### src/rtl/assert_macros.svh
// Assertion macros shared by the RTL.
`ifndef ASSERT_MACROS_SVH
`define ASSERT_MACROS_SVH

`ifndef NO_ASSERTIONS

`define ASSERT_PROP(lbl, clk, rstn, prop, msg) \
  lbl: assert property (@(posedge clk) disable iff (!rstn) prop) else $error(msg);

`define ASSERT_NEVER(lbl, clk, rstn, cond, msg) \
  lbl: assert property (@(posedge clk) disable iff (!rstn) !(cond)) else $error(msg);

`else

`define ASSERT_PROP(lbl, clk, rstn, prop, msg)

`define ASSERT_NEVER(lbl, clk, rstn, cond, msg)

`endif

`endif

### src/rtl/cdst_pkg.sv
`timescale 1ns / 1ps
package cdst_pkg;

  localparam int WIDTH_DEF  = 16;
  localparam int HEIGHT_DEF = 2;

  localparam int ROW_W   = 2;
  localparam int COL_W   = 5;
  localparam int GLYPH_W = 8;

  localparam logic [GLYPH_W-1:0] CHAR_CR    = 8'd13;
  localparam logic [GLYPH_W-1:0] CHAR_SPACE = 8'h20;

  localparam logic KIND_SETPOS = 1'b0;
  localparam logic KIND_WRITE  = 1'b1;

  typedef struct packed {
    logic [ROW_W-1:0] row;
    logic [COL_W-1:0] column;
  } pos_t;

  typedef struct packed {
    logic             start;
    logic [ROW_W-1:0] base;
    pos_t             cursor;
  } draw_req_t;

  // map a logical screen row onto the rotating physical row
  function automatic logic [ROW_W-1:0] phys_row(input logic [ROW_W-1:0] base,
                                                input logic [ROW_W-1:0] row,
                                                input logic [ROW_W-1:0] height);
    logic [ROW_W:0] sum;
    sum = {1'b0, base} + {1'b0, row};
    if (sum >= {1'b0, height}) begin
      sum = sum - {1'b0, height};
    end
    return sum[ROW_W-1:0];
  endfunction

endpackage

### src/rtl/cdst_ram.sv
`timescale 1ns / 1ps
module cdst_ram #(
  parameter int DW    = 8,
  parameter int DEPTH = 32
) (
  input  logic                     clk_i,
  input  logic                     we_i,
  input  logic [$clog2(DEPTH)-1:0] waddr_i,
  input  logic [DW-1:0]            wdata_i,
  input  logic                     re_i,
  input  logic [$clog2(DEPTH)-1:0] raddr_i,
  output logic [DW-1:0]            rdata_o
);

  logic [DW-1:0] mem_q [DEPTH];
  logic [DW-1:0] rdata_q;

  always_ff @(posedge clk_i) begin
    if (we_i) begin
      mem_q[waddr_i] <= wdata_i;
    end
    if (re_i) begin
      rdata_q <= mem_q[raddr_i];
    end
  end

  assign rdata_o = rdata_q;

endmodule

### src/rtl/cdst_edit.sv
`timescale 1ns / 1ps
`include "assert_macros.svh"
module cdst_edit #(
  parameter int WIDTH  = cdst_pkg::WIDTH_DEF,
  parameter int HEIGHT = cdst_pkg::HEIGHT_DEF
) (
  input  logic                                  clk_i,
  input  logic                                  rst_ni,
  input  logic                                  in_valid_i,
  output logic                                  in_stall_o,
  input  logic [cdst_pkg::GLYPH_W-1:0]          rx_byte_i,
  input  logic                                  done_i,
  output cdst_pkg::draw_req_t                   req_o,
  output logic [HEIGHT*WIDTH-1:0]               vld_o,
  output logic                                  ram_we_o,
  output logic [$clog2(HEIGHT*WIDTH)-1:0]       ram_waddr_o,
  output logic [cdst_pkg::GLYPH_W-1:0]          ram_wdata_o
);
  import cdst_pkg::*;

  localparam int DEPTH  = HEIGHT * WIDTH;
  localparam int ADDR_W = $clog2(DEPTH);
  localparam int PH_W   = (HEIGHT > 1) ? $clog2(HEIGHT) : 1;
  localparam int CC_W   = $clog2(WIDTH);

  logic              busy_q, busy_d;
  logic              start_q;
  logic [PH_W-1:0]   base_q, base_d;
  logic [PH_W-1:0]   row_q, row_d;
  logic [CC_W-1:0]   col_q, col_d;
  logic [DEPTH-1:0]  vld_q, vld_d;

  logic              accept;
  logic              is_cr;
  logic              wrap;
  logic              at_last_row;
  logic [ROW_W-1:0]  phys_full;
  logic [PH_W-1:0]   phys;
  logic [PH_W-1:0]   base_next;
  logic [ADDR_W-1:0] waddr;

  assign accept      = in_valid_i && !busy_q;
  assign in_stall_o  = busy_q;
  assign is_cr       = (rx_byte_i == CHAR_CR);
  assign wrap        = is_cr || (col_q == CC_W'(WIDTH - 1));
  assign at_last_row = (row_q == PH_W'(HEIGHT - 1));
  assign base_next   = (base_q == PH_W'(HEIGHT - 1)) ? '0 : base_q + PH_W'(1);

  assign phys_full = phys_row(ROW_W'(base_q), ROW_W'(row_q), ROW_W'(HEIGHT));
  assign phys      = phys_full[PH_W-1:0];
  assign waddr     = ADDR_W'(phys) * ADDR_W'(WIDTH) + ADDR_W'(col_q);

  always_comb begin
    busy_d = busy_q;
    base_d = base_q;
    row_d  = row_q;
    col_d  = col_q;
    vld_d  = vld_q;
    if (done_i) begin
      busy_d = 1'b0;
    end
    if (accept) begin
      busy_d = 1'b1;
      if (!is_cr) begin
        vld_d[waddr] = 1'b1;
      end
      if (wrap) begin
        col_d = '0;
        if (at_last_row) begin
          // scroll: rotate the top row to the bottom and blank it
          base_d = base_next;
          for (int r = 0; r < HEIGHT; r++) begin
            if (base_q == PH_W'(r)) begin
              vld_d[r*WIDTH +: WIDTH] = '0;
            end
          end
        end else begin
          row_d = row_q + PH_W'(1);
        end
      end else begin
        col_d = col_q + CC_W'(1);
      end
    end
  end

  always_ff @(posedge clk_i or negedge rst_ni) begin
    if (!rst_ni) begin
      busy_q  <= 1'b0;
      start_q <= 1'b0;
      base_q  <= '0;
      row_q   <= '0;
      col_q   <= '0;
      vld_q   <= '0;
    end else begin
      busy_q  <= busy_d;
      start_q <= accept;
      base_q  <= base_d;
      row_q   <= row_d;
      col_q   <= col_d;
      vld_q   <= vld_d;
    end
  end

  assign ram_we_o      = accept && !is_cr;
  assign ram_waddr_o   = waddr;
  assign ram_wdata_o   = rx_byte_i;
  assign vld_o         = vld_q;

  assign req_o.start         = start_q;
  assign req_o.base          = ROW_W'(base_q);
  assign req_o.cursor.row    = ROW_W'(row_q);
  assign req_o.cursor.column = COL_W'(col_q);

  `ASSERT_PROP(a_start_follows_xfer, clk_i, rst_ni, accept |=> start_q, "no redraw start")
  `ASSERT_PROP(a_start_while_busy, clk_i, rst_ni, start_q |-> busy_q, "start while idle")
  `ASSERT_NEVER(a_done_while_idle, clk_i, rst_ni, done_i && !busy_q, "redraw done while idle")
  `ASSERT_NEVER(a_row_range, clk_i, rst_ni, row_q > PH_W'(HEIGHT - 1), "cursor row out of range")

endmodule

### src/rtl/cdst_redraw.sv
`timescale 1ns / 1ps
`include "assert_macros.svh"
module cdst_redraw #(
  parameter int WIDTH  = cdst_pkg::WIDTH_DEF,
  parameter int HEIGHT = cdst_pkg::HEIGHT_DEF
) (
  input  logic                                  clk_i,
  input  logic                                  rst_ni,
  input  cdst_pkg::draw_req_t                   req_i,
  input  logic [HEIGHT*WIDTH-1:0]               vld_i,
  output logic                                  done_o,
  output logic                                  ram_re_o,
  output logic [$clog2(HEIGHT*WIDTH)-1:0]       ram_raddr_o,
  input  logic [cdst_pkg::GLYPH_W-1:0]          ram_rdata_i,
  output logic                                  out_valid_o,
  input  logic                                  out_stall_i,
  output logic                                  kind_o,
  output logic [cdst_pkg::ROW_W-1:0]            row_o,
  output logic [cdst_pkg::COL_W-1:0]            column_o,
  output logic [cdst_pkg::GLYPH_W-1:0]          glyph_o,
  output logic                                  last_o
);
  import cdst_pkg::*;

  localparam int DEPTH  = HEIGHT * WIDTH;
  localparam int ADDR_W = $clog2(DEPTH);
  localparam int PH_W   = (HEIGHT > 1) ? $clog2(HEIGHT) : 1;
  localparam int CC_W   = $clog2(WIDTH);

  typedef enum logic [1:0] {
    S_IDLE,
    S_SETPOS,
    S_WRITE,
    S_FINAL
  } seq_e;

  seq_e              state_q;
  logic [PH_W-1:0]   row_q;
  logic [CC_W-1:0]   col_q;
  logic              ovalid_q;
  logic              okind_q;
  logic [ROW_W-1:0]  orow_q;
  logic [COL_W-1:0]  ocol_q;
  logic              olast_q;
  logic              ovld_q;

  logic              adv;
  logic [ROW_W-1:0]  phys_full;
  logic [ADDR_W-1:0] raddr;

  assign adv       = (state_q != S_IDLE) && (!ovalid_q || !out_stall_i);
  assign phys_full = phys_row(req_i.base, ROW_W'(row_q), ROW_W'(HEIGHT));
  assign raddr     = ADDR_W'(phys_full[PH_W-1:0]) * ADDR_W'(WIDTH) + ADDR_W'(col_q);

  always_ff @(posedge clk_i or negedge rst_ni) begin
    if (!rst_ni) begin
      state_q  <= S_IDLE;
      row_q    <= '0;
      col_q    <= '0;
      ovalid_q <= 1'b0;
      okind_q  <= KIND_SETPOS;
      orow_q   <= '0;
      ocol_q   <= '0;
      olast_q  <= 1'b0;
      ovld_q   <= 1'b0;
    end else begin
      if (!adv && ovalid_q && !out_stall_i) begin
        ovalid_q <= 1'b0;
      end
      unique case (state_q)
        S_IDLE: begin
          if (req_i.start) begin
            state_q <= S_SETPOS;
            row_q   <= '0;
          end
        end
        S_SETPOS: begin
          if (adv) begin
            ovalid_q <= 1'b1;
            okind_q  <= KIND_SETPOS;
            orow_q   <= ROW_W'(row_q);
            ocol_q   <= '0;
            olast_q  <= 1'b0;
            col_q    <= '0;
            state_q  <= S_WRITE;
          end
        end
        S_WRITE: begin
          if (adv) begin
            ovalid_q <= 1'b1;
            okind_q  <= KIND_WRITE;
            orow_q   <= ROW_W'(row_q);
            ocol_q   <= COL_W'(col_q);
            olast_q  <= 1'b0;
            ovld_q   <= vld_i[raddr];
            if (col_q == CC_W'(WIDTH - 1)) begin
              if (row_q == PH_W'(HEIGHT - 1)) begin
                state_q <= S_FINAL;
              end else begin
                row_q   <= row_q + PH_W'(1);
                state_q <= S_SETPOS;
              end
            end else begin
              col_q <= col_q + CC_W'(1);
            end
          end
        end
        S_FINAL: begin
          if (adv) begin
            ovalid_q <= 1'b1;
            okind_q  <= KIND_SETPOS;
            orow_q   <= req_i.cursor.row;
            ocol_q   <= req_i.cursor.column;
            olast_q  <= 1'b1;
            state_q  <= S_IDLE;
          end
        end
        default: begin
          state_q <= S_IDLE;
        end
      endcase
    end
  end

  assign done_o      = adv && (state_q == S_FINAL);
  assign ram_re_o    = adv && (state_q == S_WRITE);
  assign ram_raddr_o = raddr;

  assign out_valid_o = ovalid_q;
  assign kind_o      = okind_q;
  assign row_o       = orow_q;
  assign column_o    = ocol_q;
  assign last_o      = olast_q;
  assign glyph_o     = (okind_q == KIND_WRITE) ? (ovld_q ? ram_rdata_i : CHAR_SPACE) : '0;

  `ASSERT_PROP(a_start_when_idle, clk_i, rst_ni, req_i.start |-> (state_q == S_IDLE), "busy start")
  `ASSERT_NEVER(a_last_on_write, clk_i, rst_ni, ovalid_q && olast_q && okind_q, "last on write")
  `ASSERT_NEVER(a_read_on_setpos, clk_i, rst_ni, ram_re_o && (state_q != S_WRITE), "read outside write step")

endmodule

### src/rtl/char_display_scroll_terminal_core.sv
// An input transfer sets start_q in the edit block; the redraw then enters S_SETPOS and
// registers its first transfer. No new byte is taken until that redraw has finished;
// it emits one result per cycle unless stalled, one read of the two-port RAM per glyph.
// Reset: cursor to row 0 column 0, every cell reads as a space, no clearing pass.
`timescale 1ns / 1ps
module char_display_scroll_terminal_core #(
  parameter int WIDTH  = cdst_pkg::WIDTH_DEF,
  parameter int HEIGHT = cdst_pkg::HEIGHT_DEF
) (
  input  logic                         clk_i,
  input  logic                         rst_ni,
  input  logic                         in_valid_i,
  output logic                         in_stall_o,
  input  logic [cdst_pkg::GLYPH_W-1:0] rx_byte_i,
  output logic                         out_valid_o,
  input  logic                         out_stall_i,
  output logic                         kind_o,
  output logic [cdst_pkg::ROW_W-1:0]   row_o,
  output logic [cdst_pkg::COL_W-1:0]   column_o,
  output logic [cdst_pkg::GLYPH_W-1:0] glyph_o,
  output logic                         last_o
);
  import cdst_pkg::*;

  localparam int DEPTH  = HEIGHT * WIDTH;
  localparam int ADDR_W = $clog2(DEPTH);

  draw_req_t           req;
  logic [DEPTH-1:0]    vld;
  logic                done;
  logic                ram_we;
  logic [ADDR_W-1:0]   ram_waddr;
  logic [GLYPH_W-1:0]  ram_wdata;
  logic                ram_re;
  logic [ADDR_W-1:0]   ram_raddr;
  logic [GLYPH_W-1:0]  ram_rdata;

  cdst_edit #(
    .WIDTH (WIDTH),
    .HEIGHT(HEIGHT)
  ) u_edit (
    .clk_i      (clk_i),
    .rst_ni     (rst_ni),
    .in_valid_i (in_valid_i),
    .in_stall_o (in_stall_o),
    .rx_byte_i  (rx_byte_i),
    .done_i     (done),
    .req_o      (req),
    .vld_o      (vld),
    .ram_we_o   (ram_we),
    .ram_waddr_o(ram_waddr),
    .ram_wdata_o(ram_wdata)
  );

  cdst_ram #(
    .DW   (GLYPH_W),
    .DEPTH(DEPTH)
  ) u_screen (
    .clk_i  (clk_i),
    .we_i   (ram_we),
    .waddr_i(ram_waddr),
    .wdata_i(ram_wdata),
    .re_i   (ram_re),
    .raddr_i(ram_raddr),
    .rdata_o(ram_rdata)
  );

  cdst_redraw #(
    .WIDTH (WIDTH),
    .HEIGHT(HEIGHT)
  ) u_redraw (
    .clk_i      (clk_i),
    .rst_ni     (rst_ni),
    .req_i      (req),
    .vld_i      (vld),
    .done_o     (done),
    .ram_re_o   (ram_re),
    .ram_raddr_o(ram_raddr),
    .ram_rdata_i(ram_rdata),
    .out_valid_o(out_valid_o),
    .out_stall_i(out_stall_i),
    .kind_o     (kind_o),
    .row_o      (row_o),
    .column_o   (column_o),
    .glyph_o    (glyph_o),
    .last_o     (last_o)
  );

endmodule

### config.mk
export PLATFORM = sky130hd
export DESIGN_NAME = char_display_scroll_terminal_core
export DESIGN_NICKNAME = d
export VERILOG_FILES = /design/src/rtl/cdst_pkg.sv /design/src/rtl/cdst_ram.sv /design/src/rtl/cdst_edit.sv /design/src/rtl/cdst_redraw.sv /design/src/rtl/char_display_scroll_terminal_core.sv
export VERILOG_INCLUDE_DIRS = /design/src /design/src/rtl
export SDC_FILE = /design/constraint.sdc
export NUM_CORES = 1
export LEC_CHECK = 0
export BUFFER_PORTS_ARGS = -buffer_cell sky130_fd_sc_hd__buf_2
export CORE_MARGIN = 2
export CORE_UTILIZATION = 52
export CTS_BUF_LIST = sky130_fd_sc_hd__clkbuf_2
export DETAILED_ROUTE_END_ITERATION = 7
export PLACE_DENSITY_LB_ADDON = 0.1
export SYNTH_ARGS = -nofsm -noshare
export SYNTH_HDL_FRONTEND = slang
export SYNTH_SLANG_ARGS = --single-unit
### constraint.sdc
create_clock -name clk_i -period 2.15 [get_ports clk_i]
set_clock_uncertainty 0.05 [all_clocks]
set_input_delay 0.215 -clock clk_i [delete_from_list [all_inputs] [get_ports clk_i]]
set_output_delay 0.215 -clock clk_i [all_outputs]
set_load 0.1 [all_outputs]
==> results of run 1 <==
==> power by group through the flow <==
stage | registers, uW | clock network, uW | logic [uW]
2_1_floorplan | 8180 | 0 | 3550
6_report | 7660 | 4080 | 6290
3_3_place_gp | 7780 | 0 | 5220
4_1_cts | 7640 | 4210 | 6010
3_5_place_dp | 7820 | 0 | 5320
5_1_grt | 7720 | 4550 | 6680
==> cell type report <==
class / count / area, um2
inverter: 9 / 33.78
tap: 324 / 405.4
multi-input combinational: 320 / 3577
sequential: 320 / 9339
antenna: 1 / 2.502
fill: 1691 / 8502
clock buffer: 133 / 665.6
clock inverter: 15 / 87.58
timing repair buffer: 136 / 1707
==> cells by family (layout without fill, tap and decap cells) <==
family | Yosys count | count (layout)
and+or+nand+nor | 113 | 113
xor gates and xnor gates | 3 | 3
muxes | 105 | 105
DFF | 320 | 320
other | 1 | 3
buffers and inverters | 48 | 293
adders and majority gates | 10 | 10
AOI/OAI and AO/OA | 87 | 87
==> layer usage <==
layer,global-route usage,up-vias,wire length (um)
li1,-,3159,-
met1,0.3534,3770,12650
met2,0.3947,341,15310
met3,0.04571,40,2504
met4,0.07508,0,592
met5,0,-,0
==> what timing repair did <==
action,4_1_cts,5_1_grt
hold buffers,14,0
resized for setup,42,28
cloned,3,1
buffers inserted,8,5
pin swaps,0,8
endpoints found under the setup margin,18,19
endpoints found under the hold margin,333,0
==> cell usage in the layout, fill, tap and decap left out, types with 9 or more instances in the layout <==
cell type | synthesis | routed
buf_2 | 5 | 19
nor2_4 | 0 | 18
mux2i_1 | 16 | 16
nor2_2 | 0 | 14
mux4_2 | 80 | 80
ha_1 | 10 | 9
clkinv_1 | 0 | 10
buf_4 | 3 | 46
nand2_1 | 32 | 30
a21oi_1 | 21 | 20
o21a_1 | 32 | 32
edfxtp_1 | 264 | 264
buf_12 | 0 | 44
dfrtp_1 | 56 | 50
dlygate4sd3_1 | 0 | 14
nor2_1 | 46 | 14
clkbuf_2 | 0 | 133
==> worst reg2reg max path, delay by kind of cell, from the launching register on <==
kind / cells / cell delay (ps)
muxes: 3 / 1240
buffers and inverters: 2 / 330
DFF: 1 / 500
==> stage by stage <==
step	utilization	setup slack, ps
2_1_floorplan	-	-137.1
6_report	0.6504	-197.8
5_1_grt	0.6504	-270.5
3_3_place_gp	0.5931	-290.4
4_1_cts	0.6427	-220.0
3_5_place_dp	0.5931	-294.5
==> path summary, 6_finish.rpt <==
kind                                               start                        endpoint  cells past startpoint
setup / recovery           u_redraw.col_q[0]$_DFFE_PN0P_   u_screen.rdata_o[4]$_DFFE_PP_                      5
hold / removal                              rx_byte_i[3]  u_screen.mem_q[6][3]$_DFFE_PP_                      2
setup reg to reg           u_redraw.col_q[0]$_DFFE_PN0P_   u_screen.rdata_o[4]$_DFFE_PP_                      5
hold reg to reg              u_edit.vld_o[0]$_DFFE_PN0P_     u_edit.vld_o[0]$_DFFE_PN0P_                      1
max in group asynchronous                         rst_ni   u_edit.in_stall_o$_DFFE_PN0P_                      4
min in group asynchronous                         rst_ni     u_redraw.ovld_q$_DFFE_PN0P_                      4
==> state kept, by name, summed over array words and instances, names as in the netlist, 2 cells and up <==
register and count:
u_edit.col_q 4, u_edit.vld_o 32, u_redraw.col_q 4, u_redraw.column_o 4
u_redraw.state_q 2, u_screen.mem_q 256, u_screen.rdata_o 8
==> impl_metrics.env, run 1 <==
export IMPL_ys_seq_area_frac=0.7252
export IMPL_slowest_delay_ps=500
export IMPL_outcome="complete, but fails checks"
export IMPL_crit_path_top_delay_cell="dfrtp_4"
export IMPL_crit_top_cell="mux4_2"
export IMPL_drive_gt1_frac=0.4319
export IMPL_fin_area_um2=15820
export IMPL_pwr_density_cell_nw_per_um2=1140
export IMPL_syn_area_um2=12860
export IMPL_cts_tree="built"
export IMPL_yosys_register_bits=320
export IMPL_post_route_period_util=1.092
export IMPL_peakVddDrop_uv=1383
export IMPL_setup_tns_ps=-1518
export IMPL_yosys_warnings=0
export IMPL_die_width_um=161.3
export IMPL_grt_max_degree=39
export IMPL_dr_pass1_iters=5
export IMPL_p_int_uw=11800
export IMPL_cts_sinks=320
export IMPL_fin_nets=892
export IMPL_finalPower_uw=18030
export IMPL_globalRouteTotalUtil=0.2470
export IMPL_row_count=57
export IMPL_cap_violations=0
export IMPL_synth_compound_area_frac=0.04562
export IMPL_coreArea_um2=24320
export IMPL_placed_cells=1079
export IMPL_place_congestion=0.8596
export IMPL_synth_commonest_cells="264 x edfxtp_1, 80 x mux4_2, 56 x dfrtp_1"
export IMPL_setup_viol=9
export IMPL_vias=7310
export IMPL_synthAdderAreaFrac=0.009727
export IMPL_max_slew_margin=0.4678
export IMPL_synthDominantCellAreaShare=0.6163
export IMPL_synth_ff_type="edfxtp_1"
export IMPL_yosysMostFrequentCell="edfxtp_1"
export IMPL_postRouteAntennaNets=0
export IMPL_die_area_um2=26010
export IMPL_worst_setup_path_type="flip-flop to flip-flop"
export IMPL_worst_ep_required_time_ps=2640
export IMPL_finalCriticalPeriod_ps=2348
export IMPL_yosysUniqueCellTypes=46
export IMPL_cp_arrival_ps=2840
export IMPL_clkPwrFrac=0.226
export IMPL_synth_top_family_by_area="multiplexers"
export IMPL_synthArstFlopShare=0.1750
export IMPL_end_kind="flip-flop"
export IMPL_synth_area_leaders="edfxtp_1 62%, mux4_2 14%, dfrtp_1 11%, o21a_1 1.9%, nor2_1 1.3%"
export IMPL_synthSimpleGateAreaFrac=0.03900
export IMPL_worstSkewPairLatency_ps=820
export IMPL_synthToLayoutAreaGrowth_pct=22.96
export IMPL_initial_core_util=0.5289
export IMPL_synth_edf_count=264
export IMPL_cts_made_buffers=83
export IMPL_whs_ps=141.2
export IMPL_combPwrFrac=0.349
export IMPL_cts_root_buffer="clkbuf_2"
export IMPL_htree_num_levels=3
export IMPL_drc=0
export IMPL_drtIter0Drc=666
export IMPL_yosys_area_top_type="edfxtp_1"
export IMPL_clk_pin_slew_ps=100
export IMPL_power_frac_seq=0.425
export IMPL_rsz0062_at_grt="true"
export IMPL_drt_total_wl_um=31060
export IMPL_critPathBufInv=2
export IMPL_setup_ws_ps=-197.8
export IMPL_violations="setup timing"
export IMPL_placed_area_um2=14420
export IMPL_grt_pass1_vias=7530
export IMPL_portBuffers=28
export IMPL_grt_pass1_wl_um=46060
export IMPL_antenna_found_initial=1
export IMPL_timing_fmax_mhz=425.9
export IMPL_worstPathMaxFanout=7
export IMPL_worst_pin_slew_ps=795.7
export IMPL_rrSetupSlack_ps=-200
export IMPL_p_leak_uw=0.005592
export IMPL_syn_inst=687
export IMPL_grt_overflow_total=0
export IMPL_crit_family="multiplexers"
export IMPL_p_switching_uw=6226
export IMPL_num_io_pins=31
export IMPL_muxShareOfSynthArea=0.1604
export IMPL_swShare=0.3453
export IMPL_wl_per_cell_um=24.69
export IMPL_dp_hpwl_um=18700
export IMPL_hold_violations=0
export IMPL_avgSynthCellArea_um2=18.72
export IMPL_die_h_um=161.3
export IMPL_crit_path_start_kind="flip-flop"
export IMPL_vias_per_cell=5.811
export IMPL_clk_path_buf_depth=3
export IMPL_synth_xor_area_frac=0.002043
export IMPL_drv_slew=0
export IMPL_final_cells=1258
export IMPL_cp_cell_sequence="buf_6 > buf_16 > mux4_2 > mux4_2 > mux2_2"
export IMPL_hold_path_class="input port to flip-flop"
Note: power is estimated with default switching activity, not from simulation.
==> run 2: changes to the inputs <==
--- a/config.mk
+++ b/config.mk
@@ -6,9 +6,10 @@
 export SDC_FILE = /design/constraint.sdc
 export NUM_CORES = 1
 export LEC_CHECK = 0
+export ABC_AREA = 1
 export BUFFER_PORTS_ARGS = -buffer_cell sky130_fd_sc_hd__buf_2
 export CORE_MARGIN = 2
-export CORE_UTILIZATION = 52
+export CORE_UTILIZATION = 40
 export CTS_BUF_LIST = sky130_fd_sc_hd__clkbuf_2
 export DETAILED_ROUTE_END_ITERATION = 7
 export PLACE_DENSITY_LB_ADDON = 0.1
==> run 2 against run 1 <==
Net effect: the run now ends clean; routed wire length is 25% higher; combinational power increased by 12%; via count is 33% higher; largest power group unchanged.
==> impl_metrics.env, run 2 <==
export IMPL_outcome="completed"
export IMPL_largest_reg_flops=256
export IMPL_synth_ff_type="edfxtp_1"
export IMPL_initial_core_util=0.4054
export IMPL_setup_viol=0
export IMPL_drive_gt1_frac=0.1928
export IMPL_htree_num_levels=3
export IMPL_cts_sinks=320
export IMPL_antenna_found_initial=3
export IMPL_final_cells=1922
export IMPL_syn_inst=1266
export IMPL_yosysUniqueCellTypes=32
export IMPL_grt_pass1_wl_um=58640
export IMPL_placed_area_um2=14820
export IMPL_grt_pass1_vias=9515
export IMPL_synth_edf_count=264
export IMPL_synth_commonest_cells="388 x nand2_1, 264 x edfxtp_1, 195 x nand3_1"
export IMPL_cts_tree="built"
export IMPL_max_slew_margin=0.6658
export IMPL_clk_path_buf_depth=3
export IMPL_syn_area_um2=13590
export IMPL_portBuffers=28
export IMPL_hold_violations=0
export IMPL_dpl_worst_slack_ps=-173.2
export IMPL_cap_violations=0
export IMPL_worstPathMaxFanout=7
export IMPL_cp_arrival_ps=1860
export IMPL_drtIter0Drc=828
export IMPL_vias_per_cell=5.068
export IMPL_drt_total_wl_um=38770
export IMPL_vias=9741
export IMPL_num_io_pins=31
export IMPL_worst_ep_required_time_ps=1880
export IMPL_grt_overflow_total=0
export IMPL_largest_register="u_screen.mem_q"
export IMPL_globalRouteTotalUtil=0.2236
export IMPL_synthDominantCellAreaShare=0.5832
export IMPL_clk_pin_slew_ps=100
export IMPL_timing_fmax_mhz=471.2
export IMPL_crit_path_start_kind="flip-flop"
export IMPL_final_cell_mix="387 x nand2_1, 264 x edfxtp_1, 195 x nand3_1"
export IMPL_row_count=67
export IMPL_grt_max_degree=66
export IMPL_worst_pin_slew_ps=498.3
export IMPL_yosysMostFrequentCell="nand2_1"
export IMPL_nFillCells=3211
export IMPL_yosys_register_bits=320
export IMPL_synthArstFlopShare=0.1750
export IMPL_coreArea_um2=33530
export IMPL_final_common_cell="nand2_1"
export IMPL_peakVddDrop_uv=638.5
export IMPL_synthToLayoutAreaGrowth_pct=16.90
export IMPL_hold_path_class="input port to flip-flop"
export IMPL_postRouteAntennaNets=0
export IMPL_wl_per_cell_um=20.17
export IMPL_dr_pass1_iters=5
export IMPL_die_area_um2=35470
export IMPL_utilization=0.4739
export IMPL_die_h_um=188.3
export IMPL_fin_nets=1428
export IMPL_pwr_density_cell_nw_per_um2=1194
export IMPL_die_width_um=188.3
export IMPL_dp_hpwl_um=23370
export IMPL_yosys_area_top_type="edfxtp_1"
export IMPL_p_leak_uw=0.006312
export IMPL_post_route_period_util=0.9871
export IMPL_placed_cells=1752
export IMPL_cts_made_buffers=86
export IMPL_setup_ws_ps=27.74
export IMPL_end_kind="output pin"
export IMPL_finalCriticalPeriod_ps=2122
export IMPL_worstSkewPairLatency_ps=930
export IMPL_cts_root_buffer="clkbuf_2"
export IMPL_ys_seq_area_frac=0.6863
export IMPL_drv_slew=0
export IMPL_rsz0062_at_grt="true"
export IMPL_place_congestion=0.7872
export IMPL_synth_area_leaders="edfxtp_1 58%, nand2_1 11%, dfrtp_1 10%, nand3_1 7.2%, nor2_1 3.7%"
export IMPL_worst_setup_path_type="flip-flop to output pin"
export IMPL_yosys_warnings=0
export IMPL_fin_area_um2=15890
export IMPL_avgSynthCellArea_um2=10.74
export IMPL_drc=0
run 2: power breakdown:
part | switching, uW | internal, uW
Clock | 2510 | 1730
Sequential | 351 | 7310
Combinational | 4930 | 2130
run 2: critical path, stage by stage (launching register included):
cell and delay [ps]:
dfrtp_1 430, nand2_4 160, nor2_4 150, buf_12 180
run 2: timing repair:
action,4_1_cts,5_1_grt
endpoints found under the setup margin,12,8
hold endpoints to repair,343,0
pin swaps,1,0
hold buffers,13,0
gates cloned,0,0
resized for setup,36,1
buffers inserted,1,0
run 2: logic make-up after synthesis:
family / share of synthesized area
XOR/XNOR: 0.002578
AO/OA/AOI/OAI: 0.03360
buffers and inverters: 0.03912
flip-flops: 0.6863
adder cells (fa/ha/maj): 0.009205
AND/OR/NAND/NOR: 0.2289
other: 0.0002759
run 2: path summary, 6_finish.rpt:
kind	cells after the start	end	startpoint	slack, ps
min	4	u_edit.in_stall_o$_DFFE_PN0P_	in_valid_i	80
max reg2reg	5	u_screen.rdata_o[6]$_DFFE_PP_	u_redraw.col_q[0]$_DFFE_PN0P_	100
min in group asynchronous	4	u_redraw.state_q[1]$_DFFE_PN0P_	rst_ni	350
max	3	glyph_o[2]	u_redraw.ovld_q$_DFFE_PN0P_	30
max in group asynchronous	4	u_redraw.col_q[0]$_DFFE_PN0P_	rst_ni	1340
min reg2reg	2	u_redraw.last_o$_DFFE_PN0P_	u_redraw.last_o$_DFFE_PN0P_	430
run 2: final cells by class:
cell class                      instances  area [um2]  share of cell area
Clock inverter                         24       122.6            0.007717
Antenna cell                            1       2.502           0.0001575
Clock buffer                          131       655.6             0.04126
Sequential cell                       320        9335              0.5875
Tap cell                              448       560.5             0.03528
Multi-Input combinational cell        836        3829              0.2409
Inverter                               36       140.1            0.008819
Timing Repair Buffer                  126        1245             0.07835
run 2: stage by stage:
step / TNS, ps / hold WS [ps] / power (uW)
2_1_floorplan: 0 / -130.6 / 12310
3_3_place_gp: -330.2 / 210.5 / 14690
3_5_place_dp: -340.3 / 213.0 / 14720
4_1_cts: -463.0 / 0.02465 / 19160
5_1_grt: -650.6 / 46.30 / 20220
6_report: 0 / 78.37 / 18970
run 2: routing by layer:
| metal | vias to the layer above | global-route usage | routed length [um] |
|---|---|---|---|
| li1 | 4661 | - | - |
| met1 | 4770 | 0.3186 | 17920 |
| met2 | 266 | 0.3491 | 18050 |
| met3 | 44 | 0.04321 | 2208 |
| met4 | 0 | 0.06611 | 592 |
| met5 | - | 0 | 0 |
==> run 3: changes to the inputs <==
--- a/config.mk
+++ b/config.mk
@@ -8,11 +8,11 @@
 export LEC_CHECK = 0
 export ABC_AREA = 1
 export BUFFER_PORTS_ARGS = -buffer_cell sky130_fd_sc_hd__buf_2
-export CORE_MARGIN = 2
 export CORE_UTILIZATION = 40
 export CTS_BUF_LIST = sky130_fd_sc_hd__clkbuf_2
 export DETAILED_ROUTE_END_ITERATION = 7
 export PLACE_DENSITY_LB_ADDON = 0.1
+export SLEW_MARGIN = 20
 export SYNTH_ARGS = -nofsm -noshare
 export SYNTH_HDL_FRONTEND = slang
 export SYNTH_SLANG_ARGS = --single-unit
==> run 3 against run 2 <==
Net effect: routed wire length down 2.3%; critical endpoint is now glyph_o[5]; largest power group unchanged; highest routed layer unchanged; via count fell by 1.8%; setup slack improved by 58 ps.
==> impl_metrics.env, run 3 (synthesis results as in run 2) <==
export IMPL_hold_violations=0
export IMPL_vias_per_cell=5.001
export IMPL_htree_num_levels=3
export IMPL_antenna_found_initial=1
export IMPL_dp_hpwl_um=22780
export IMPL_die_width_um=186.3
export IMPL_cts_root_buffer="clkbuf_2"
export IMPL_largest_register="u_screen.mem_q"
export IMPL_drive_gt1_frac=0.2092
export IMPL_placed_cells=1743
export IMPL_final_cell_mix="387 x nand2_1, 264 x edfxtp_1, 195 x nand3_1"
export IMPL_die_h_um=186.3
export IMPL_peakVddDrop_uv=643.2
export IMPL_crit_path_start_kind="flip-flop"
export IMPL_grt_max_degree=64
export IMPL_holdPathStages=4
export IMPL_grt_pass1_vias=9589
export IMPL_drv_slew=0
export IMPL_fin_nets=1419
export IMPL_initial_core_util=0.4064
export IMPL_finalCriticalPeriod_ps=2064
export IMPL_worstPathMaxFanout=3
export IMPL_pwr_density_cell_nw_per_um2=1217
export IMPL_grt_overflow_total=0
export IMPL_num_io_pins=31
export IMPL_dpl_worst_slack_ps=-132.2
export IMPL_ff2ff_path_depth=10
export IMPL_vias=9561
export IMPL_worstSkewPairLatency_ps=870
export IMPL_final_common_cell="nand2_1"
export IMPL_setup_ws_ps=86.04
export IMPL_outcome="completed"
export IMPL_portBuffers=28
export IMPL_synthToLayoutAreaGrowth_pct=17.55
export IMPL_setup_viol=0
export IMPL_worst_ep_required_time_ps=1880
export IMPL_drtIter0Drc=734
export IMPL_dr_pass1_iters=5
export IMPL_rsz0062_at_grt="true"
export IMPL_worst_pin_slew_ps=646.0
export IMPL_cap_violations=0
export IMPL_die_area_um2=34720
export IMPL_cts_tree="built"
export IMPL_largest_reg_flops=256
export IMPL_coreArea_um2=33450
export IMPL_timing_fmax_mhz=484.5
export IMPL_utilization=0.4777
export IMPL_whs_ps=380.7
export IMPL_p_leak_uw=0.006261
export IMPL_post_route_period_util=0.9600
export IMPL_cp_arrival_ps=1800
export IMPL_worst_setup_path_type="flip-flop to output pin"
export IMPL_end_kind="output pin"
export IMPL_clk_path_buf_depth=3
export IMPL_max_slew_margin=0.5688
export IMPL_place_congestion=0.7705
export IMPL_clk_pin_slew_ps=90
export IMPL_row_count=67
export IMPL_wl_per_cell_um=19.80
export IMPL_cts_sinks=320
export IMPL_final_cells=1912
export IMPL_globalRouteTotalUtil=0.2249
export IMPL_grt_pass1_wl_um=58480
export IMPL_postRouteAntennaNets=0
export IMPL_hold_path_class="input port to flip-flop"
export IMPL_drc=0
export IMPL_cts_made_buffers=85
export IMPL_drt_total_wl_um=37870
run 3: cell count changes in the layout (fill, tap and decap cells not counted), sizes merged:
cell	delta
clkbuf	+9
clkinv	-12
clkinvlp	+2
dlygate4sd3	+1
buf	-9
inv	-1
run 3: power breakdown:
part	internal [uW]	leakage (uW)	switching (uW)
clock network	1810	0.000617	2480
logic	2340	0.00255	5190
registers	7310	0.00309	310
total	11500	0.00626	7970
run 3: per-stage QoR:
| step | power [uW] | setup TNS [ps] | cell area (um2) |
|---|---|---|---|
| after floorplan | 12310 | 0 | 13650 |
| after global placement | 15060 | -6599 | 14810 |
| after detailed placement | 15090 | -9547 | 14810 |
| after CTS | 19590 | -244.4 | 15910 |
| after global routing | 20630 | -259.1 | 15980 |
| final | 19440 | 0 | 15980 |
run 3: layer usage:
| layer | vias to the layer above | GRT usage | part of all wire |
|---|---|---|---|
| li1 | 4634 | - | - |
| met1 | 4634 | 0.3243 | 0.47 |
| met2 | 244 | 0.3431 | 0.46 |
| met3 | 49 | 0.04006 | 0.054 |
| met4 | 0 | 0.07597 | 0.019 |
| met5 | - | 0 | 0 |
run 3: worst max-delay path, stage by stage (launching register included):
cell and delay, ps:
dfrtp_1 410, buf_4 150, a21oi_4 150, buf_8 210
run 3: worst paths after layout:
path	start	end	slack [ps]
worst max-delay path	u_redraw.ovld_q$_DFFE_PN0P_	glyph_o[5]	90
worst min-delay path	out_stall_i	u_redraw.out_valid_o$_DFF_PN0_	380
worst max register to register	u_redraw.col_q[0]$_DFFE_PN0P_	u_screen.rdata_o[4]$_DFFE_PP_	110
worst min register to register	u_redraw.column_o[0]$_DFFE_PN0P_	u_redraw.column_o[0]$_DFFE_PN0P_	440
max in group asynchronous	rst_ni	u_edit.vld_o[7]$_DFFE_PN0P_	1270
min in group asynchronous	rst_ni	u_edit.vld_o[21]$_DFFE_PN0P_	410
run 3: repair_timing:
item                                    4_1_cts  5_1_grt
endpoints found under the hold margin       323        0
buffers inserted                              1        1
endpoints found under the setup margin      129      118
hold buffers                                 14        0
pin swaps                                     0        0
gates resized for setup                      50       20
run 3: final cells by class:
class	count	area, um2
diodes	1	2.502
clock buffers	140	700.7
clock inverters	13	87.58
fillers	3149	17470
inverters	36	140.1
multi-input cells	836	3902
flip-flops and latches	320	9336
well taps	448	560.5
repair buffers	118	1249
